--- src/hw/rtl/qalu_pkg.sv ---
// ----------------------------------------------------------------------------
// qalu_pkg
// Shared types, opcodes and the saturating sign-magnitude helper for the
// Q24.8 fixed-point ALU pipeline.
// ----------------------------------------------------------------------------
package qalu_pkg;

    localparam int FRAC_BITS = 8;
    localparam int DATA_W    = 32;
    localparam int NQ_W      = DATA_W + FRAC_BITS;

    localparam logic [3:0] OP_ADD = 4'd0;
    localparam logic [3:0] OP_SUB = 4'd1;
    localparam logic [3:0] OP_MUL = 4'd2;
    localparam logic [3:0] OP_DIV = 4'd3;
    localparam logic [3:0] OP_GT  = 4'd4;
    localparam logic [3:0] OP_LT  = 4'd5;
    localparam logic [3:0] OP_GE  = 4'd6;
    localparam logic [3:0] OP_LE  = 4'd7;
    localparam logic [3:0] OP_EQ  = 4'd8;
    localparam logic [3:0] OP_NE  = 4'd9;
    localparam logic [3:0] OP_MIN = 4'd10;
    localparam logic [3:0] OP_MAX = 4'd11;
    localparam logic [3:0] OP_INC = 4'd12;
    localparam logic [3:0] OP_DEC = 4'd13;

    localparam logic [1:0] ST_OK   = 2'd0;
    localparam logic [1:0] ST_SAT  = 2'd1;
    localparam logic [1:0] ST_DIVZ = 2'd2;

    localparam logic [DATA_W-1:0] VAL_MAX = {1'b0, {(DATA_W-1){1'b1}}};
    localparam logic [DATA_W-1:0] VAL_MIN = {1'b1, {(DATA_W-1){1'b0}}};

    // One item as it travels down the pipeline.
    typedef struct packed {
        logic [3:0]        func;
        logic              neg;     // sign of the divide result
        logic              divz;
        logic [DATA_W-1:0] rem;
        logic [NQ_W-1:0]   nq;      // dividend bits shifting out, quotient bits in
        logic [DATA_W-1:0] den;
        logic [DATA_W-1:0] res;
        logic              cmp;
        logic [1:0]        st;
    } t_slot;

    typedef struct packed {
        logic [DATA_W-1:0] val;
        logic              sat;
    } t_sat;

    // Turns a magnitude and a sign into a saturated two's-complement value.
    function automatic t_sat sat_mag(input logic [63:0] mag, input logic neg);
        t_sat r;
        r.sat = 1'b0;
        if (neg) begin
            if (mag > {32'd0, VAL_MIN}) begin
                r.val = VAL_MIN;
                r.sat = 1'b1;
            end else begin
                r.val = '0 - mag[DATA_W-1:0];
            end
        end else begin
            if (mag > {32'd0, VAL_MAX}) begin
                r.val = VAL_MAX;
                r.sat = 1'b1;
            end else begin
                r.val = mag[DATA_W-1:0];
            end
        end
        return r;
    endfunction

endpackage

--- src/hw/rtl/qalu_div_stage.sv ---
// ----------------------------------------------------------------------------
// qalu_div_stage
// One registered restoring-division step: one quotient bit per stage.
// ----------------------------------------------------------------------------
module qalu_div_stage (
    input  logic            i_clk,
    input  logic            i_rst_n,
    input  logic            i_en,
    input  logic            i_valid,
    input  qalu_pkg::t_slot i_slot,
    output logic            o_valid,
    output qalu_pkg::t_slot o_slot
);
    import qalu_pkg::*;

    logic          r_valid;
    t_slot         r_slot;
    t_slot         n_slot;
    logic [DATA_W:0] trial;
    logic [DATA_W:0] diff;
    logic          qbit;

    assign trial = {i_slot.rem, i_slot.nq[NQ_W-1]};
    assign diff  = trial - {1'b0, i_slot.den};
    assign qbit  = (trial >= {1'b0, i_slot.den});

    always_comb begin
        n_slot     = i_slot;
        n_slot.rem = qbit ? diff[DATA_W-1:0] : trial[DATA_W-1:0];
        n_slot.nq  = {i_slot.nq[NQ_W-2:0], qbit};
    end

    always_ff @(posedge i_clk) begin
        if (!i_rst_n) begin
            r_valid <= 1'b0;
        end else if (i_en) begin
            r_valid <= i_valid;
        end
    end

    always_ff @(posedge i_clk) begin
        if (i_en) begin
            r_slot <= n_slot;
        end
    end

    assign o_valid = r_valid;
    assign o_slot  = r_slot;

endmodule

--- config.mk ---
export PLATFORM = sky130hd
export DESIGN_NAME = qalu_div_stage
export DESIGN_NICKNAME = d
export VERILOG_FILES = /design/src/hw/rtl/qalu_pkg.sv /design/src/hw/rtl/qalu_div_stage.sv
export SDC_FILE = /design/constraint.sdc
export NUM_CORES = 1
export LEC_CHECK = 0
export ABC_AREA = 1
export BUFFER_PORTS_ARGS = -buffer_cell sky130_fd_sc_hd__buf_2
export CORE_MARGIN = 8
export CORE_UTILIZATION = 55
export CTS_BUF_LIST = sky130_fd_sc_hd__clkbuf_2
export DETAILED_ROUTE_END_ITERATION = 8
export GPL_TIMING_DRIVEN = 0
export PLACE_DENSITY_LB_ADDON = 0.2
export SKIP_CTS_REPAIR_TIMING = 1
export SYNTH_ARGS = -nofsm -noshare
export SYNTH_HDL_FRONTEND = slang
export SYNTH_SLANG_ARGS = --single-unit
export TNS_END_PERCENT = 30
--- constraint.sdc ---
create_clock -name i_clk -period 5.1 [get_ports i_clk]
set_input_delay 1.02 -clock i_clk [delete_from_list [all_inputs] [get_ports i_clk]]
set_output_delay 1.02 -clock i_clk [all_outputs]
set_load 0.01 [all_outputs]
# Yosys cells after proc, flatten, opt, wreduce, memory -nomap -nowiden
# Index checks and enable logic that the tools add are counted.
# op_classes
n_lt_le_gt_ge	1
n_mux	1
add_sub_neg	1
# ops
op	count
>= comparator 33 x 32 -> 1 bit	1
2-to-1 mux 32 bit	1
subtractor 32 bit	1
# totals
register_bits	146

# Logic depth before layout (Yosys ltp)
# depth
word_depth	2
ltp_mapped	16

# Least setup slack after synthesis
# Ideal clock, no wire load.
# synth_path
path_kind	input to register
startpoint	input port i_slot[106] in the netlist's numbering
endpoint	register r_slot, in the netlist o_slot[123] (data pin)
arrival_ns	2.365
path_buffers	0
required_time_ns	4.848
setup_slack_ns	2.482
setup_ns	0.252
path_stages	13
path_cell_list	inv_1 > ha_1 > fa_1 > inv_1 > nand3_1 > nand3_1 > nand2_1 > nand3_1 > nand3_1 > nand2_1 > nand2_1 > nand3_2 > nand2_1
# synth_rtl
element	line	rtl
start: declaration	qalu_div_stage.sv:10	input qalu_pkg::t_slot i_slot,
end signal: assignment	qalu_div_stage.sv:43	r_slot <= n_slot;
end: declaration	qalu_div_stage.sv:17	t_slot r_slot;

==> flow_metrics.tcl <==
set metrics [dict create \
    portBuffers 294 \
    areaGrowthSynthToFinish_pct 26.3 \
    grt_start_max_net_pins 99 \
    syn_nets 978 \
    via_per_inst 4.84 \
    p_per_area_nw_per_um2 295 \
    vias 6307 \
    synth.ff_latch_count 146 \
    boundaryPins 295 \
    grt_overflow 0 \
    synth_top_area_frac 0.577 \
    synthTopCellsByArea "edfxtp_1 (58%), nand2_1 (14%), inv_1 (7.5%)" \
    grt_pass1_wl_mm 33.8 \
    synth_ff_type "edfxtp_1" \
    core-area_um2 13700 \
    clock_path_buffers 2 \
    total_power_uw 2810 \
    ys_async_sr_fraction 0 \
    slew_headroom 0.676 \
    finClkSkew_ns 0 \
    first_global_vias 6204 \
    finalCritPeriodShare 0.463 \
    drt_iter0_markers 449 \
    clkSlewWorstSetupHoldPaths_ns 0.20 \
    htreeDepth 4 \
    num_rows 43 \
    start_util 0.552 \
    die_w_um 133 \
    min_path_type "in2reg" \
    end_kind "flop" \
    hpwlAfterDp_mm 18.1 \
    cts.sinks 146 \
    cp_max_fo 3 \
    synth_edf_count 145 \
    synth_top_cell_by_area "edfxtp_1" \
    multi_input_area_um2 2520 \
    required_ns 5.59 \
    ys_seq_area_frac 0.579 \
    yosysUniqueCellTypes 27 \
    die_y_um 133 \
    cts_buffers 17 \
    period_needed_ns 2.36 \
    finalWirelength_mm 22.0 \
    drc_errors 2 \
    layout-drive-gt1-share 0.319 \
    worstSetupPathType "in2reg" \
    critical_path_arrival_ns 2.85 \
    syn_inst 796 \
    wl_per_cell_um 16.9 \
    netlist_area_um2 7550 \
    fmax_ghz 0.423 \
    firstDrtPassIters 8 \
    synth_warnings 0 \
    status "complete, but fails checks" \
    setup_viol 0 \
    fin_setup_tns_ns 0 \
    drv_cap 0 \
    fill_cells 1120 \
    hold_violations 0 \
    hold_ws_ns 0.474 \
    cellLeakagePower_uw 0.00495 \
    nets 1292 \
    seqCellArea_um2 4370 \
    grt_use_total 0.247 \
    violations "DRC" \
    clk_latency_ns 0.69 \
    gp_congestion 0.922 \
    fin_area_um2 9530 \
    drv_slew 0 \
    root_buffer "clkbuf_2" \
    dpl_cell_area_um2 9280 \
    rrSetupSlack_ns 4.37 \
    cts_tree "done" \
    start_kind "input pin" \
    worst_pin_slew_ns 0.486 \
    peakVddDrop_mv 0.163 \
    rsz0062_at_grt "no" \
    final_antenna_net_count 0 \
    dieArea_um2 17700 \
    antenna_found_initial 3 \
    postSynthAreaPerCell_um2 9.48 \
]
[synth_stat cells, drive strengths merged (2+ instances only)]
library cell and count:
inv 151, edfxtp 145, nand4 3, nor3 9
and2 8, buf 10, nand3 67, a21oi 22
nand2 279, nand3b 11, a21o 2, ha 32
o21ai 3, xor2 13, nor2 38
[worst max-delay path: stages]
cell	delay (ns)
buf_2	0.11
ha_1	0.23
fa_1	0.43
inv_1	0.11
nand3_1	0.07
nand3_1	0.17
nand3_1	0.09
nand2_1	0.22
nand2_1	0.13
nand2_1	0.09
nand2_1	0.05
nand3_1	0.07
nand2_1	0.06
[cell families (layout without fill, tap and decap cells)]
kind of cell,Yosys count,after routing,synth area share
buffers and inverters,161,487,0.0865
flip-flops,146,146,0.579
other,0,1,0
AO/OA/AOI/OAI,27,27,0.0186
adder cells (fa/ha/maj),33,33,0.0557
XOR/XNOR,14,14,0.0162
AND/OR/NAND/NOR,415,415,0.243
[metal layers]
layer	routed length, um	track usage	up-vias
li1	-	-	3182
met1	8520	0.275	2859
met2	11400	0.441	228
met3	1660	0.0730	34
met4	471	0.0792	4
met5	26	0	-
[registers in the layout (all words and copies together), names as in the netlist]
register and count:
o_valid 1, o_slot 145
[power breakdown]
part	total, uW	internal [uW]	switching [uW]
combinational	646	245	400
sequential	1480	1450	25.8
clock	690	273	417
[cell type report]
class,count,share of cell area
tap,180,0.0236
antenna,1,0.000263
sequential,146,0.459
timing repair buffer,295,0.158
clock buffer,18,0.00945
inverter,151,0.0595
clock inverter,13,0.0167
multi-input combinational,489,0.265
buffer,10,0.00906
[metrics by stage]
stage	setup WS, ns	utilization	cells
6_report	2.74	0.697	1303
5_1_grt	2.69	0.697	1303
4_1_cts	2.72	0.697	1302
3_5_place_dp	2.00	0.679	1271
3_3_place_gp	1.26	0.677	1270
2_1_floorplan	2.48	-	796
[placed cells by master (no fill, tap or decap), drive strengths merged, types with 3 or more instances in the layout]
| cell type | count |
|---|---|
| buf | 305 |
| nand2 | 279 |
| inv | 153 |
| edfxtp | 145 |
| nand3 | 67 |
| nor2 | 38 |
| ha | 32 |
| a21oi | 22 |
| clkbuf | 18 |
| xor2 | 13 |
| nand3b | 11 |
| nor3 | 9 |
| and2 | 8 |
| clkinv | 6 |
| nand4 | 3 |
| o21ai | 3 |
| bufinv | 3 |
[worst paths after layout]
| check | from | to | depth (start not counted) |
|---|---|---|---|
| max | i_slot[35] | o_slot[135]$_DFFE_PP_ | 13 |
| min | i_slot[69] | o_slot[70]$_DFFE_PP_ | 1 |
| max reg2reg | o_valid$_SDFFE_PN0P_ | o_valid$_SDFFE_PN0P_ | 2 |
| min reg2reg | o_valid$_SDFFE_PN0P_ | o_valid$_SDFFE_PN0P_ | 2 |
(Power assumes the default switching activity.)
