$ cat src/hw/rtl/qalu_pkg.sv
// ----------------------------------------------------------------------------
// qalu_pkg
// Shared types, opcodes and the saturating sign-magnitude helper for the
// Q24.8 fixed-point ALU pipeline.
// ----------------------------------------------------------------------------
package qalu_pkg;

    localparam int FRAC_BITS = 8;
    localparam int DATA_W    = 32;
    localparam int NQ_W      = DATA_W + FRAC_BITS;

    localparam logic [3:0] OP_ADD = 4'd0;
    localparam logic [3:0] OP_SUB = 4'd1;
    localparam logic [3:0] OP_MUL = 4'd2;
    localparam logic [3:0] OP_DIV = 4'd3;
    localparam logic [3:0] OP_GT  = 4'd4;
    localparam logic [3:0] OP_LT  = 4'd5;
    localparam logic [3:0] OP_GE  = 4'd6;
    localparam logic [3:0] OP_LE  = 4'd7;
    localparam logic [3:0] OP_EQ  = 4'd8;
    localparam logic [3:0] OP_NE  = 4'd9;
    localparam logic [3:0] OP_MIN = 4'd10;
    localparam logic [3:0] OP_MAX = 4'd11;
    localparam logic [3:0] OP_INC = 4'd12;
    localparam logic [3:0] OP_DEC = 4'd13;

    localparam logic [1:0] ST_OK   = 2'd0;
    localparam logic [1:0] ST_SAT  = 2'd1;
    localparam logic [1:0] ST_DIVZ = 2'd2;

    localparam logic [DATA_W-1:0] VAL_MAX = {1'b0, {(DATA_W-1){1'b1}}};
    localparam logic [DATA_W-1:0] VAL_MIN = {1'b1, {(DATA_W-1){1'b0}}};

    // One item as it travels down the pipeline.
    typedef struct packed {
        logic [3:0]        func;
        logic              neg;     // sign of the divide result
        logic              divz;
        logic [DATA_W-1:0] rem;
        logic [NQ_W-1:0]   nq;      // dividend bits shifting out, quotient bits in
        logic [DATA_W-1:0] den;
        logic [DATA_W-1:0] res;
        logic              cmp;
        logic [1:0]        st;
    } t_slot;

    typedef struct packed {
        logic [DATA_W-1:0] val;
        logic              sat;
    } t_sat;

    // Turns a magnitude and a sign into a saturated two's-complement value.
    function automatic t_sat sat_mag(input logic [63:0] mag, input logic neg);
        t_sat r;
        r.sat = 1'b0;
        if (neg) begin
            if (mag > {32'd0, VAL_MIN}) begin
                r.val = VAL_MIN;
                r.sat = 1'b1;
            end else begin
                r.val = '0 - mag[DATA_W-1:0];
            end
        end else begin
            if (mag > {32'd0, VAL_MAX}) begin
                r.val = VAL_MAX;
                r.sat = 1'b1;
            end else begin
                r.val = mag[DATA_W-1:0];
            end
        end
        return r;
    endfunction

endpackage

$ cat src/hw/rtl/qalu_back.sv
// ----------------------------------------------------------------------------
// qalu_back
// Last stage: divide rounding and saturation, result selection and the
// output register.
// ----------------------------------------------------------------------------
module qalu_back (
    input  logic                        i_clk,
    input  logic                        i_rst_n,
    input  logic                        i_en,
    input  logic                        i_valid,
    input  qalu_pkg::t_slot             i_slot,
    output logic                        o_valid,
    output logic [qalu_pkg::DATA_W-1:0] o_value,
    output logic                        o_cmp,
    output logic [1:0]                  o_st
);
    import qalu_pkg::*;

    logic              r_valid;
    logic [DATA_W-1:0] r_value;
    logic              r_cmp;
    logic [1:0]        r_st;
    logic [DATA_W-1:0] n_value;
    logic              n_cmp;
    logic [1:0]        n_st;
    logic              rnd_up;
    logic [63:0]       q;
    t_sat              q_sat;

    // Round half up on the magnitude: bump when twice the remainder reaches the divisor.
    assign rnd_up = ({i_slot.rem, 1'b0} >= {1'b0, i_slot.den});
    assign q      = {{(64-NQ_W){1'b0}}, i_slot.nq} + {63'd0, rnd_up};
    assign q_sat  = sat_mag(q, i_slot.neg);

    always_comb begin
        n_value = i_slot.res;
        n_cmp   = i_slot.cmp;
        n_st    = i_slot.st;
        if (i_slot.func == OP_DIV) begin
            n_cmp = 1'b0;
            if (i_slot.divz) begin
                n_value = '0;
                n_st    = ST_DIVZ;
            end else begin
                n_value = q_sat.val;
                n_st    = q_sat.sat ? ST_SAT : ST_OK;
            end
        end
    end

    always_ff @(posedge i_clk) begin
        if (!i_rst_n) begin
            r_valid <= 1'b0;
        end else if (i_en) begin
            r_valid <= i_valid;
        end
    end

    always_ff @(posedge i_clk) begin
        if (i_en) begin
            r_value <= n_value;
            r_cmp   <= n_cmp;
            r_st    <= n_st;
        end
    end

    assign o_valid = r_valid;
    assign o_value = r_value;
    assign o_cmp   = r_cmp;
    assign o_st    = r_st;

endmodule

$ cat config.mk
export PLATFORM = sky130hd
export DESIGN_NAME = qalu_back
export DESIGN_NICKNAME = d
export VERILOG_FILES = /design/src/hw/rtl/qalu_pkg.sv /design/src/hw/rtl/qalu_back.sv
export SDC_FILE = /design/constraint.sdc
export NUM_CORES = 1
export LEC_CHECK = 0
export ABC_AREA = 0
export ABC_CLOCK_PERIOD_IN_PS = 16600
export BUFFER_PORTS_ARGS = -buffer_cell sky130_fd_sc_hd__buf_4
export CAP_MARGIN = 10
export CORE_MARGIN = 4
export CORE_UTILIZATION = 30
export CTS_CLUSTER_SIZE = 8
export DETAILED_ROUTE_END_ITERATION = 6
export MAX_ROUTING_LAYER = met4
export PLACE_DENSITY_LB_ADDON = 0.25
export SYNTH_ARGS = -nofsm -noshare
export SYNTH_HDL_FRONTEND = slang
export SYNTH_SLANG_ARGS = --single-unit
export TNS_END_PERCENT = 10
$ cat constraint.sdc
create_clock -name i_clk -period 16.6 [get_ports i_clk]
set_input_delay 3.32 -clock i_clk [delete_from_list [all_inputs] [get_ports i_clk]]
set_output_delay 3.32 -clock i_clk [all_outputs]
set_load 0.05 [all_outputs]
== Yosys cells after proc, flatten, opt, wreduce, memory -nomap -nowiden ==
Cells that the tools add are included.
Operators by class
  $add $sub $neg: 2
  $mul: 0
  div/mod/pow operators: 0
  order comparisons: 3
  eq/ne operators: 1
  shifts and indexed selects: 0
  mux-type cells: 10
  bitwise operators: 0
  reductions and logical operators: 0
Operator list (number)
  2-to-1 mux 32 bit: 4
  adder 40 x 1 -> 41 bit: 1
  greater-than comparator 41 x 31 -> 1 bit (second input constant): 1
  greater-than comparator 41 x 32 -> 1 bit (second input constant): 1
  greater-or-equal comparator 33 x 32 -> 1 bit: 1
  2-to-1 mux 33 bit: 1
  subtractor 1 x 32 -> 32 bit (first input constant): 1
  == test 4 x 2 -> 1 bit (second input constant): 1
  2-to-1 mux 2 bit: 2
  2-to-1 mux 1 bit: 3
Storage, ports and cells
  register bits: 36
  latch bits: 0
  bits in writable memories: 0
  memory bits (read-only): 0
  input bits: 149
  output and inout port bits: 36
  logic and storage cells: 20
  memories: 0

== Logic depth before layout (Yosys ltp) ==
  word-level depth: 8
  mapped depth: 24

== Worst setup path after synthesis ==
Ideal clock, no wire load.
  path type: input-to-reg
  start point: input port i_slot[45] (netlist name)
  end point: register r_value[18], in the netlist o_value[18], data pin
  arrival time: 7782 ps
  required time: 16332 ps
  slack: 8550 ps
  stages on the path: 22
  buffers on the path: 2
  cell sequence: inv_1 -> ha_1 -> a21o_1 -> a21o_1 -> a21o_1 -> a21o_1 -> a21o_1 -> a21o_1 -> a2111oi_0 -> o21ai_0 -> ha_1 -> ha_1 -> buf_2 -> nand3_1 -> or4b_1 -> o211ai_2 -> nand4_4 -> or4_1 -> buf_2 -> or4_1 -> nand3_1 -> o31ai_1
Between the ends
  cells in the longest elaborated chain, start to end: 7
RTL lines
  from (decl): RTL line qalu_back.sv:11  | input qalu_pkg::t_slot i_slot,
  greater-or-equal comparator 33 x 32 -> 1 bit (*): RTL line qalu_back.sv:31  | assign rnd_up = ({i_slot.rem, 1'b0} >= {1'b0, i_slot.den});
  adder 40 x 1 -> 41 bit (*): RTL line qalu_back.sv:32  | assign q = {{(64-NQ_W){1'b0}}, i_slot.nq} + {63'd0, rnd_up};
  greater-than comparator 41 x 31 -> 1 bit, or another cell as far along: RTL line qalu_pkg.sv:64  | if (mag > {32'd0, VAL_MAX}) begin
  2-to-1 mux 32 bit, on equally long branches: RTL line qalu_pkg.sv:64, qalu_pkg.sv:57
  2-to-1 mux 33 bit (*): RTL line qalu_pkg.sv:56  | if (neg) begin
  2-to-1 mux 32 bit (*): RTL line qalu_back.sv:41  | if (i_slot.divz) begin
  2-to-1 mux 32 bit (*): RTL line qalu_back.sv:39  | if (i_slot.func == OP_DIV) begin
  net n_value[18]: RTL line qalu_back.sv:23  | logic [DATA_W-1:0] n_value;
  to (signal assigned): RTL line qalu_back.sv:61  | r_value <= n_value;
  to (decl): RTL line qalu_back.sv:20  | logic [DATA_W-1:0] r_value;
Mark *: on every way through the listed nets, which the timed path passes. The rest lies on a longest branch.
A chain may end at the register's enable or synchronous reset.

== Final worst setup path ==
  start point: input port i_slot[116] (netlist name)
  end point: register r_value[25], in the netlist o_value[25], data pin
Same word-level chain as after synthesis.

==> summary.md <==
| Metric | Value |
|---|---|
| Status | `complete, no violations` |
| Most used DFF post-synth | `edfxtp_1` |
| Hold wc startpoint | `o_valid` |
| Tcrit/Tclk final | `0.529` |
| Post-Synth XOR/XNOR Area | `0.0882` |
| Critical path fanouts, max | `14` |
| Worst Hold Depth | `2` |
| Final setup fails | `0` |
| Post-DP HPWL | `12700 µm` |
| Worst VDD drop | `52.3 µV` |
| Final wirelength | `~15000 µm` |
| Clk pin slew, worst setup/hold paths | `approximately 0.050 ns` |
| Initial Util | `0.306` |
| ANT cells | `0` |
| Slew HR | `0.296` |
| Clock Path Buffers | `2` |
| Post-synthesis sequential area ratio | `0.221` |
| Setup Fix Bufs, Post-CTS | `0` |
| Final Hold Violating Endpoints | `0` |
| Chip height | `135 µm` |
| Post-synth EDFFs | `35` |
| CP arrival | `around 8.8 ns` |
| Setup CP Type | `in -> reg` |
| Min Tclk post-route | `~9 ns` |
| Most common cell on crit path | `a21o_1` |
| Ys async rst share | `0` |
| Initial antenna violation count | `0` |
| Max_cap viols | `0` |
| Peak Freq | `between 100 and 150 MHz` |
| Final nets | `~940` |
| Die area | `0.0183 mm²` |
| Post-Syn Area | `0.00485 mm²` |
| Vias | `about 5000` |
| Reg2reg setup slack | `about 16 ns` |
| Reg2Reg Depth | `2` |
| RR Startpoint | `o_valid` |
| RSZ-0062 raised after global routing | `false` |
| Power per cell area | `around 52 mW/mm²` |
| Lkg Pwr | `2.80 nW` |
| Crit-path max cell delay | `~0.86 ns` |
| Pre-Repair DR Iteration Count | `5` |
| Root Driver | `clkbuf_16` |
| DRC viols | `0` |
| Critical path, cell by cell | `buf_4, ha_1, a21o_1, a21o_1, a21o_1, a21o_1, a21o_1, a21o_1, a2111oi_0, o21ai_0, ha_1, ha_1, xor2_1, or4_1, a2111oi_4, nand4_1, nor4_2, a31oi_1, o32ai_1, o31ai_1` |
| Die width | `~140 µm` |
| Hold WC Path Type | `reg -> reg` |
| Startpoint Class | `primary input` |
| Setup TNS | `0 ns` |
| Synth Area in Simple Gates | `0.309` |
| Worst setup EP type | `flop` |
| Area growth syn-to-layout | `33.3%` |
| Yosys warns | `0` |
| Proportion of layout cells with a drive suffix above 1 | `0.289` |
| H-tree depth | `2` |
| Largest family of logic cells by synthesized area | `simple AND/OR/NAND/NOR gates` |
| ANT nets after route | `0` |
| Placeable core area | `0.0159 mm²` |
| Vias in the first global route | `4848` |
| Ranking of synthesized cells by area | `edfxtp_1 (22%), ha_1 (9.0%), o31ai_1 (6.7%)` |
| Wire per inst | `15.6 µm` |
| Post-Synthesis Cells | `600` |
| Max-slew violation count | `0` |
| Grt ovf | `0` |
| Input/output buffers | `184` |
| Worst-margin pin slew | `between 1 and 1.5 ns` |
| Total Power | `roughly 0.34 mW` |
| Post-synthesis compound-gate area fraction | `0.211` |
| Synthesis-stage register bit count | `36` |
| Hold Crit Endpoint | `o_valid` |
| CTS sink cnt | `36` |
| Yosys cell types | `between 60 and 70` |
| RR Endpoint | `o_valid` |
| Worst-Skew Late Latency | `0.28 ns` |
| I/O pin count | `around 190` |
| Hold Buf Count CTS | `0` |
| Via/cell ratio | `roughly 5` |
| Util after Layout | `0.407` |
| Avg Synthesized Cell Area | `approximately 8.1 µm²` |
| TritonCTS clock tree | `built` |
| CTS Buf Count | `5` |
| Post-CTS resize count | `0` |
| Largest net degree at the start of global routing | `37` |
| CP max-delay cell | `nor4_2` |
| Top-area cell type share of the netlist area | `0.217` |
| Most area-hungry cell type in the Yosys netlist | `edfxtp_1` |
| Placer Congestion | `0.867` |
| Synth Net Count | `a little under 800` |
| Adder-cell share of the synthesized area | `0.0902` |
| Multiplexer area fraction after synthesis | `0.00902` |
| First-pass GRT wire length | `approximately 24000 µm` |
| CP Data Required Time | `roughly 17 ns` |
| Row cnt | `46` |
| Detailed Route Iter0 Violations | `around 210` |
| GRT Total Usage | `0.166` |
| Final clock skew | `0 ns` |
-- area by class of cell --
type | count | area (µm²)
Fill cell | 1704 | 9420
Tap cell | 216 | 270
Clock inverter | 1 | 3.75
Clock buffer | 7 | 133
Inverter | 41 | 154
Timing Repair Buffer | 187 | 1400
Multi-Input combinational cell | 488 | 3430
Sequential cell | 36 | 1070
-- cells in the mapped netlist, types with 13 or more instances --
library cell / number
nor3_1: 14
inv_1: 41
a21o_1: 13
xnor2_1: 28
nor2_1: 29
nand3_1: 35
clkbuf_1: 16
xor2_1: 19
nand2_1: 75
o31ai_1: 43
nand4_1: 33
ha_1: 35
edfxtp_1: 35
or4_1: 13
-- how the worst max path moves through the flow --
| stage | startpoint | endpoint | slack (ns) |
|---|---|---|---|
| 6_report | i_slot[116] | o_value[25] | 7.82 |
| 3_5_place_dp | i_slot[116] | o_value[29] | 7.54 |
| 3_3_place_gp | i_slot[116] | o_value[25] | 7.65 |
| 2_1_floorplan | i_slot[45] | o_value[18] | 8.55 |
| 4_1_cts | i_slot[116] | o_value[29] | 7.82 |
| 5_1_grt | i_slot[45] | o_value[25] | 7.17 |
-- report_power, final --
part           total (mW)  switching, mW  internal (mW)  leakage, nW
registers           0.111        0.00212          0.109        0.350
clock network      0.0878         0.0327         0.0551       0.0655
logic               0.138         0.0805         0.0574         2.38
-- routing by layer --
metal,share of wire,up-vias,GRT usage
met5,0,-,-
met2,0.45,169,0.256
met1,0.47,2232,0.222
li1,-,2592,-
met4,0.0078,0,0.0330
met3,0.077,8,0.0397
-- through the flow --
| stage | hold WS [ns] | std cells | area (µm²) | worst slack, ns |
|---|---|---|---|---|
| 6_report | 0.524 | 976 | 6470 | 7.82 |
| 5_1_grt | 0.584 | 976 | 6470 | 7.17 |
| 4_1_cts | 0.527 | 976 | 6470 | 7.82 |
| 3_5_place_dp | 0.516 | 968 | 6330 | 7.54 |
| 3_3_place_gp | 0.504 | 968 | 6330 | 7.65 |
| 2_1_floorplan | 0.743 | 600 | 4850 | 8.55 |
-- flip-flops by register name, summed over array words and instances, names as in the netlist --
signal / cells
o_valid: 1
o_st: 2
o_cmp: 1
o_value: 32
-- cells in the final DEF (no fill, tap or decap), types with 5 or more instances in the layout --
cell	instances
a211oi_1	5
a21o_1	13
a21oi_1	11
a31oi_1	9
and2_1	6
and3_1	8
and4_1	9
buf_4	187
clkbuf_16	5
edfxtp_1	35
ha_1	35
inv_1	41
nand2_1	75
nand3_1	35
nand4_1	33
nor2_1	29
nor3_1	14
nor4_1	8
o21ai_0	11
o22ai_1	11
o31ai_1	43
or4_1	13
xnor2_1	28
xor2_1	19
-- critical path, delay by kind of cell --
kind	cells	cell delay (ns)
AND/OR/NAND/NOR	3	1.58
buffers and inverters	1	0.12
AO/OA/AOI/OAI	12	2.59
XOR/XNOR	1	0.21
adder cells (fa/ha/maj)	3	0.95
-- logic make-up after synthesis --
| logic type | count (synthesis) |
|---|---|
| and+or+nand+nor | 267 |
| buffers and inverters | 76 |
| AOI/OAI and AO/OA | 134 |
| adders and majority gates | 35 |
| xor gates and xnor gates | 48 |
| muxes | 4 |
| DFF | 36 |
Note: power is estimated with default switching activity, not from simulation.
