`src/hw/rtl/qalu_pkg.sv`:
```
// ----------------------------------------------------------------------------
// qalu_pkg
// Shared types, opcodes and the saturating sign-magnitude helper for the
// Q24.8 fixed-point ALU pipeline.
// ----------------------------------------------------------------------------
package qalu_pkg;

    localparam int FRAC_BITS = 8;
    localparam int DATA_W    = 32;
    localparam int NQ_W      = DATA_W + FRAC_BITS;

    localparam logic [3:0] OP_ADD = 4'd0;
    localparam logic [3:0] OP_SUB = 4'd1;
    localparam logic [3:0] OP_MUL = 4'd2;
    localparam logic [3:0] OP_DIV = 4'd3;
    localparam logic [3:0] OP_GT  = 4'd4;
    localparam logic [3:0] OP_LT  = 4'd5;
    localparam logic [3:0] OP_GE  = 4'd6;
    localparam logic [3:0] OP_LE  = 4'd7;
    localparam logic [3:0] OP_EQ  = 4'd8;
    localparam logic [3:0] OP_NE  = 4'd9;
    localparam logic [3:0] OP_MIN = 4'd10;
    localparam logic [3:0] OP_MAX = 4'd11;
    localparam logic [3:0] OP_INC = 4'd12;
    localparam logic [3:0] OP_DEC = 4'd13;

    localparam logic [1:0] ST_OK   = 2'd0;
    localparam logic [1:0] ST_SAT  = 2'd1;
    localparam logic [1:0] ST_DIVZ = 2'd2;

    localparam logic [DATA_W-1:0] VAL_MAX = {1'b0, {(DATA_W-1){1'b1}}};
    localparam logic [DATA_W-1:0] VAL_MIN = {1'b1, {(DATA_W-1){1'b0}}};

    // One item as it travels down the pipeline.
    typedef struct packed {
        logic [3:0]        func;
        logic              neg;     // sign of the divide result
        logic              divz;
        logic [DATA_W-1:0] rem;
        logic [NQ_W-1:0]   nq;      // dividend bits shifting out, quotient bits in
        logic [DATA_W-1:0] den;
        logic [DATA_W-1:0] res;
        logic              cmp;
        logic [1:0]        st;
    } t_slot;

    typedef struct packed {
        logic [DATA_W-1:0] val;
        logic              sat;
    } t_sat;

    // Turns a magnitude and a sign into a saturated two's-complement value.
    function automatic t_sat sat_mag(input logic [63:0] mag, input logic neg);
        t_sat r;
        r.sat = 1'b0;
        if (neg) begin
            if (mag > {32'd0, VAL_MIN}) begin
                r.val = VAL_MIN;
                r.sat = 1'b1;
            end else begin
                r.val = '0 - mag[DATA_W-1:0];
            end
        end else begin
            if (mag > {32'd0, VAL_MAX}) begin
                r.val = VAL_MAX;
                r.sat = 1'b1;
            end else begin
                r.val = mag[DATA_W-1:0];
            end
        end
        return r;
    endfunction

endpackage

```
`src/hw/rtl/qalu_front.sv`:
```
// ----------------------------------------------------------------------------
// qalu_front
// First two stages: operand decode, the simple operations, the multiplier
// and its rounding, and the start values of the divider.
// ----------------------------------------------------------------------------
module qalu_front (
    input  logic                           i_clk,
    input  logic                           i_rst_n,
    input  logic                           i_en,
    input  logic                           i_valid,
    input  logic [3:0]                     i_func,
    input  logic [qalu_pkg::DATA_W-1:0]    i_a,
    input  logic [qalu_pkg::DATA_W-1:0]    i_b,
    output logic                           o_valid,
    output qalu_pkg::t_slot                o_slot
);
    import qalu_pkg::*;

    logic               r_va;
    t_slot              r_sa;
    logic signed [63:0] r_prod;
    t_slot              n_sa;
    logic               r_vb;
    t_slot              r_sb;
    t_slot              n_sb;

    logic [DATA_W:0]    sum;
    logic [DATA_W:0]    dif;
    logic [DATA_W:0]    incv;
    logic [DATA_W:0]    decv;
    logic signed [DATA_W-1:0] sa;
    logic signed [DATA_W-1:0] sb;
    logic [DATA_W-1:0]  mag_a;
    logic [DATA_W-1:0]  mag_b;
    logic               p_neg;
    logic [63:0]        p_mag;
    logic [63:0]        p_rnd;
    t_sat               p_sat;

    function automatic t_sat clamp33(input logic [DATA_W:0] v);
        t_sat r;
        r.sat = v[DATA_W] ^ v[DATA_W-1];
        r.val = r.sat ? (v[DATA_W] ? VAL_MIN : VAL_MAX) : v[DATA_W-1:0];
        return r;
    endfunction

    assign sa    = i_a;
    assign sb    = i_b;
    assign sum   = {i_a[DATA_W-1], i_a} + {i_b[DATA_W-1], i_b};
    assign dif   = {i_a[DATA_W-1], i_a} - {i_b[DATA_W-1], i_b};
    assign incv  = {i_a[DATA_W-1], i_a} + (DATA_W+1)'(1);
    assign decv  = {i_a[DATA_W-1], i_a} - (DATA_W+1)'(1);
    assign mag_a = i_a[DATA_W-1] ? ('0 - i_a) : i_a;
    assign mag_b = i_b[DATA_W-1] ? ('0 - i_b) : i_b;

    always_comb begin
        t_sat c;
        n_sa      = '0;
        n_sa.func = i_func;
        n_sa.neg  = i_a[DATA_W-1] ^ i_b[DATA_W-1];
        n_sa.divz = (i_b == '0);
        n_sa.nq   = {mag_a, {FRAC_BITS{1'b0}}};
        n_sa.den  = mag_b;
        c         = '0;
        unique case (i_func)
            OP_ADD: c = clamp33(sum);
            OP_SUB: c = clamp33(dif);
            OP_INC: c = clamp33(incv);
            OP_DEC: c = clamp33(decv);
            OP_GT:  n_sa.cmp = (sa > sb);
            OP_LT:  n_sa.cmp = (sa < sb);
            OP_GE:  n_sa.cmp = (sa >= sb);
            OP_LE:  n_sa.cmp = (sa <= sb);
            OP_EQ:  n_sa.cmp = (sa == sb);
            OP_NE:  n_sa.cmp = (sa != sb);
            OP_MIN: c.val = (sa < sb) ? i_a : i_b;
            OP_MAX: c.val = (sa > sb) ? i_a : i_b;
            default: c = '0;
        endcase
        n_sa.res = c.val;
        n_sa.st  = c.sat ? ST_SAT : ST_OK;
    end

    // Multiply rounding: magnitude plus half an LSB, then drop the fraction.
    assign p_neg = r_prod[63];
    assign p_mag = p_neg ? (64'd0 - r_prod) : r_prod;
    assign p_rnd = (p_mag + (64'd1 << (FRAC_BITS - 1))) >> FRAC_BITS;
    assign p_sat = sat_mag(p_rnd, p_neg);

    always_comb begin
        n_sb = r_sa;
        if (r_sa.func == OP_MUL) begin
            n_sb.res = p_sat.val;
            n_sb.st  = p_sat.sat ? ST_SAT : ST_OK;
        end
    end

    always_ff @(posedge i_clk) begin
        if (!i_rst_n) begin
            r_va <= 1'b0;
            r_vb <= 1'b0;
        end else if (i_en) begin
            r_va <= i_valid;
            r_vb <= r_va;
        end
    end

    always_ff @(posedge i_clk) begin
        if (i_en) begin
            r_sa   <= n_sa;
            r_prod <= sa * sb;
            r_sb   <= n_sb;
        end
    end

    assign o_valid = r_vb;
    assign o_slot  = r_sb;

endmodule

```
`config.mk`:
```
export PLATFORM = sky130hd
export DESIGN_NAME = qalu_front
export DESIGN_NICKNAME = d
export VERILOG_FILES = /design/src/hw/rtl/qalu_pkg.sv /design/src/hw/rtl/qalu_front.sv
export SDC_FILE = /design/constraint.sdc
export NUM_CORES = 2
export LEC_CHECK = 0
export ABC_AREA = 1
export BUFFER_PORTS_ARGS = -buffer_cell sky130_fd_sc_hd__buf_4
export CORE_UTILIZATION = 59
export CTS_BUF_LIST = sky130_fd_sc_hd__clkbuf_8
export CTS_CLUSTER_DIAMETER = 150
export DETAILED_ROUTE_END_ITERATION = 16
export PLACE_DENSITY = 0.86
export SLEW_MARGIN = 20
export SYNTH_ARGS = -nofsm -noshare
export SYNTH_HDL_FRONTEND = slang
export SYNTH_SLANG_ARGS = --single-unit
```
`constraint.sdc`:
```
create_clock -name i_clk -period 10.7 [get_ports i_clk]
set_input_delay 1.07 -clock i_clk [delete_from_list [all_inputs] [get_ports i_clk]]
set_output_delay 1.07 -clock i_clk [all_outputs]
set_load 0.02 [all_outputs]
```
Word level (Yosys, flattened, before mapping)
Cells that the tools add are included.
{"block": "word_totals", "regBits": 276, "out_inout_bits": 146, "elab_cells": 83, "input_bits": 72}
{"block": "op_classes", "add_sub_neg": 9, "n_bitwise": 5, "mux": 25, "n_eq_ne": 14, "n_reduce_logical": 2, "n_mul": 1, "order_cmp": 6}
{"op": "two-way mux 32 bit", "count": 13}
{"op": "one-hot mux 32 bit (6 select lines)", "count": 1}
{"op": "subtractor 1 x 32 -> 32 bit (first input constant)", "count": 3}
{"op": "adder 64 x 8 -> 64 bit (second input constant)", "count": 1}
{"op": "multiplier 32 x 32 -> 64 bit", "count": 1}
{"op": "two-way mux 64 bit", "count": 1}
{"op": "subtractor 1 x 64 -> 64 bit (first input constant)", "count": 1}
{"op": "two-way mux 31 bit", "count": 2}
{"op": "> comparator 56 x 31 -> 1 bit (second input constant)", "count": 1}
{"op": "> comparator 56 x 32 -> 1 bit (second input constant)", "count": 1}
{"op": "adder 32 x 2 -> 33 bit (second input constant)", "count": 1}
{"op": "adder 32 x 32 -> 33 bit", "count": 1}
{"op": "two-way mux 33 bit", "count": 1}
{"op": "subtractor 32 x 2 -> 33 bit (second input constant)", "count": 1}
{"op": "subtractor 32 x 32 -> 33 bit", "count": 1}
{"op": "== test 32 bit", "count": 1}
{"op": "greater-or-equal comparator 32 bit", "count": 1}
{"op": "> comparator 32 bit", "count": 1}
{"op": "less-or-equal comparator 32 bit", "count": 1}
{"op": "logical NOT 32 bit", "count": 1}
{"op": "less-than comparator 32 bit", "count": 1}
{"op": "!= test 32 bit", "count": 1}
{"op": "== test 4 bit (second input constant)", "count": 6}
{"op": "== test 4 x 3 -> 1 bit (second input constant)", "count": 4}
{"op": "8 further kinds", "count": 15}

Logic depth before layout (Yosys ltp)
{"block": "depth", "depth_word": 8, "ltp_mapped": 33, "mapped_depth_nobuf": 32}

Worst setup path after synthesis
No wires, ideal clock.
{"block": "synth_path", "kind": "input to register", "startpoint": "input port i_a[31] (netlist bit)", "endpoint": "register r_prod[62] (data pin)", "stages": 27, "setup_ps": 265, "path_buffers": 3, "required_time_ps": 10435, "t_arrival_ps": 8257, "setup_slack_ps": 2178, "path_cell_list": "clkbuf_1 clkbuf_1 clkbuf_1 nand2_1 inv_1 fa_1 inv_1 fa_1 inv_1 fa_1 fa_1 inv_1 fa_1 inv_1 fa_1 inv_1 fa_1 inv_1 fa_1 ha_1 a21oi_1 inv_1 a31oi_1 nor4_1 a2111oi_0 o21ai_0 xor2_1"}
{"block": "synth_via", "elab_chain_cells": 1}
{"item": "start, declared", "line_no": "qalu_front.sv:12", "rtl": "input logic [qalu_pkg::DATA_W-1:0] i_a,"}
{"item": "multiplier 32 x 32 -> 64 bit", "line_no": "qalu_front.sv:111", "rtl": "r_prod <= sa * sb;"}
{"item": "end signal, assigned", "line_no": "qalu_front.sv:111"}
{"item": "end, declared", "line_no": "qalu_front.sv:21", "rtl": "logic signed [63:0] r_prod;"}
No other way between the ends.
A chain may end at the register's enable or synchronous reset.

Worst setup path in the final report
{"block": "layout_path", "startpoint": "input port i_b[2] (netlist bit)", "endpoint": "register r_prod[62] (data pin)"}
{"block": "layout_via", "elab_chain_cells": 1}
{"item": "start, declared", "line_no": "qalu_front.sv:13", "rtl": "input logic [qalu_pkg::DATA_W-1:0] i_b,"}
{"item": "multiplier 32 x 32 -> 64 bit", "line_no": "qalu_front.sv:111"}
No other way between the ends.

==> impl_metrics.json <==
{
  "fp.dieH_um": 323,
  "dpl.hpwl_mm": 181,
  "syn_area_um2": 60700,
  "die_area_um2": 104000,
  "post_cts_buffers": 0,
  "grt_pass1_vias": 55859,
  "area_growth_syn_to_layout_pct": 5.49,
  "synthFlopType": "edfxtp_1",
  "layout_min_cycle_time_ns": 8.92,
  "setup_ws_ns": 1.78,
  "critPathRequiredTime_ns": 11.21,
  "fmax_mhz": 112,
  "grt_pass1_wl_mm": 336,
  "clk_latency_ns": 0.77,
  "async_flop_share_pct": 0,
  "netlist-cell-type-count": 70,
  "start_util_pct": 59.5,
  "nets": 9318,
  "drc_errors": 0,
  "min_path_type": "reg -> reg",
  "final_max_slew_viol_count": 0,
  "ys_seq_area_share_pct": 13.5,
  "wirelength_mm": 225,
  "yosysTopAreaCell": "fa_1",
  "synth-seq-cells": 274,
  "synthCells": 7934,
  "grt.overflow.total": 0,
  "fin_area_um2": 64000,
  "gp_congestion": 1.06,
  "drtIter0Drc": 5867,
  "cts-root-buf": "clkbuf_8",
  "critPathKind": "in -> reg",
  "grt_max_degree": 140,
  "dpl_cell_area_um2": 62900,
  "worst_slew_pin_slew_ns": 1.08,
  "hold_viol_final": 0,
  "crit_fanout": 27,
  "cts_sinks": 274,
  "drive_above_1_share_pct": 6.48,
  "cts.reportedPaths.clkPinSlew_ns": 0.07,
  "slew_headroom_pct": 26.9,
  "skew_ns": 0.0392,
  "cts_resized": 0,
  "cp.arrival_ns": 9.43,
  "yosys_warnings": 0,
  "dp_slack_ns": 0.994,
  "clockBufferDepth": 3,
  "synthTopCellsByArea": "fa_1, edfxtp_1, inv_1",
  "maxCapViolCount": 0,
  "die_w_um": 323,
  "yosys.area.top_type_share_pct": 35.8,
  "crit_path_start_kind": "input pin",
  "numPortBuffers": 176,
  "status": "finished, final reports clean",
  "cts_tree": "built",
  "htree_levels": 2,
  "rows": 117,
  "hold_ws_ns": 0.382,
  "firstDrtPassIters": 7,
  "coreArea_um2": 102000,
  "synth_edf_count": 272,
  "final_cell_mix": "inv_1, nand2_1, fa_1, nor2_1",
  "route.vias.total": 53691,
  "endpoint_kind": "flip-flop",
  "io_pins": 218,
  "syn_avg_cell_area_um2": 7.64,
  "final_common_cell": "inv_1",
  "cts_made_buffers": 50,
  "rsz0062_at_grt": "no",
  "wl_per_cell_um": 24.2,
  "grt.total_usage_pct": 44.1,
  "setup_viol": 0,
  "min_period_over_period_pct": 83.4,
  "fillerInstances": 8748,
  "fin_tns_setup_ns": 0,
  "antenna_left": 0,
  "hold_buffers": 0,
  "via_per_inst": 5.76,
  "antenna_found_initial": 15
}
critical path, cell delays in order:
cell and delay [ns]:
buf_4 0.53, nand2_1 0.19, inv_1 0.16, fa_1 0.45, fa_1 0.48, fa_1 0.76
fa_1 0.99, inv_1 0.45, fa_1 0.60, inv_1 0.06, fa_1 0.53, inv_1 0.05
fa_1 0.47, inv_1 0.05, fa_1 0.46, ha_1 0.47, a21oi_1 0.26, inv_1 0.06
a31oi_1 0.28, nor4_1 0.08, a2111oi_0 0.49, o21ai_0 0.22, xor2_1 0.18
worst paths after layout:
check | startpoint | to | slack [ns] | cells after the start
setup / recovery | i_b[2] | r_prod[62] | 1.78 | 23
setup reg to reg | r_prod[63] | o_slot[34] | 5.33 | 17
hold / removal | n_sb[55] | o_slot[55] | 0.38 | 0
hold reg to reg | n_sb[55] | o_slot[55] | 0.38 | 0
cells by family after synthesis:
| kind of cell | after synthesis | synth area share (%) |
|---|---|---|
| other | 1 | 0.00618 |
| flip-flops | 274 | 13.5 |
| buffers and inverters | 2428 | 15.4 |
| AND/OR/NAND/NOR | 3033 | 21.0 |
| AO/OA/AOI/OAI | 638 | 5.87 |
| adder cells (fa/ha/maj) | 1339 | 41.0 |
| XOR/XNOR | 221 | 3.20 |
synthesized netlist by cell type (55+ instances only):
cell	count
o21ai_0	256
buf_1	108
fa_1	1084
a21oi_1	234
nand2_2	55
nor3_1	66
nand2_1	1941
nor2_1	507
ha_1	255
nand3_1	239
clkbuf_1	220
inv_1	2012
nand4_1	73
edfxtp_1	272
xor2_1	177
per-layer routing:
metal	global-route usage, %	share of wire, %	vias up
li1	-	-	23212
met1	52.2	34	25932
met2	69.4	45	3501
met3	12.3	12	1032
met4	31.6	8.7	14
met5	0	0.035	-
sequential cells by signal, indices dropped and copies added (netlist names):
signal and flops:
r_sa 33, r_prod 64, o_slot 104, r_va 1, o_valid 1, n_sb 71
metrics by stage:
stage / cells / utilization, %
3_5_place_dp: 9223 / 61.8
5_1_grt: 9320 / 62.8
4_1_cts: 9314 / 62.8
2_1_floorplan: 7974 / -
6_report: 9321 / 62.8
3_3_place_gp: 9222 / 61.8
cell type report:
class                      count  area, um^2  area share (%)
inverter                    2035        7640            11.9
timing repair buffer         274        2080            3.25
clock buffer                  50         688            1.08
clock inverter                41         335           0.524
multi-input combinational   5272       43300            67.7
antenna                        7        17.5          0.0274
sequential                   274        8210            12.8
tap                         1368        1710            2.68
Power is not shown: default switching activity piles up to over one toggle a cycle in this logic, so the estimate is an artifact.
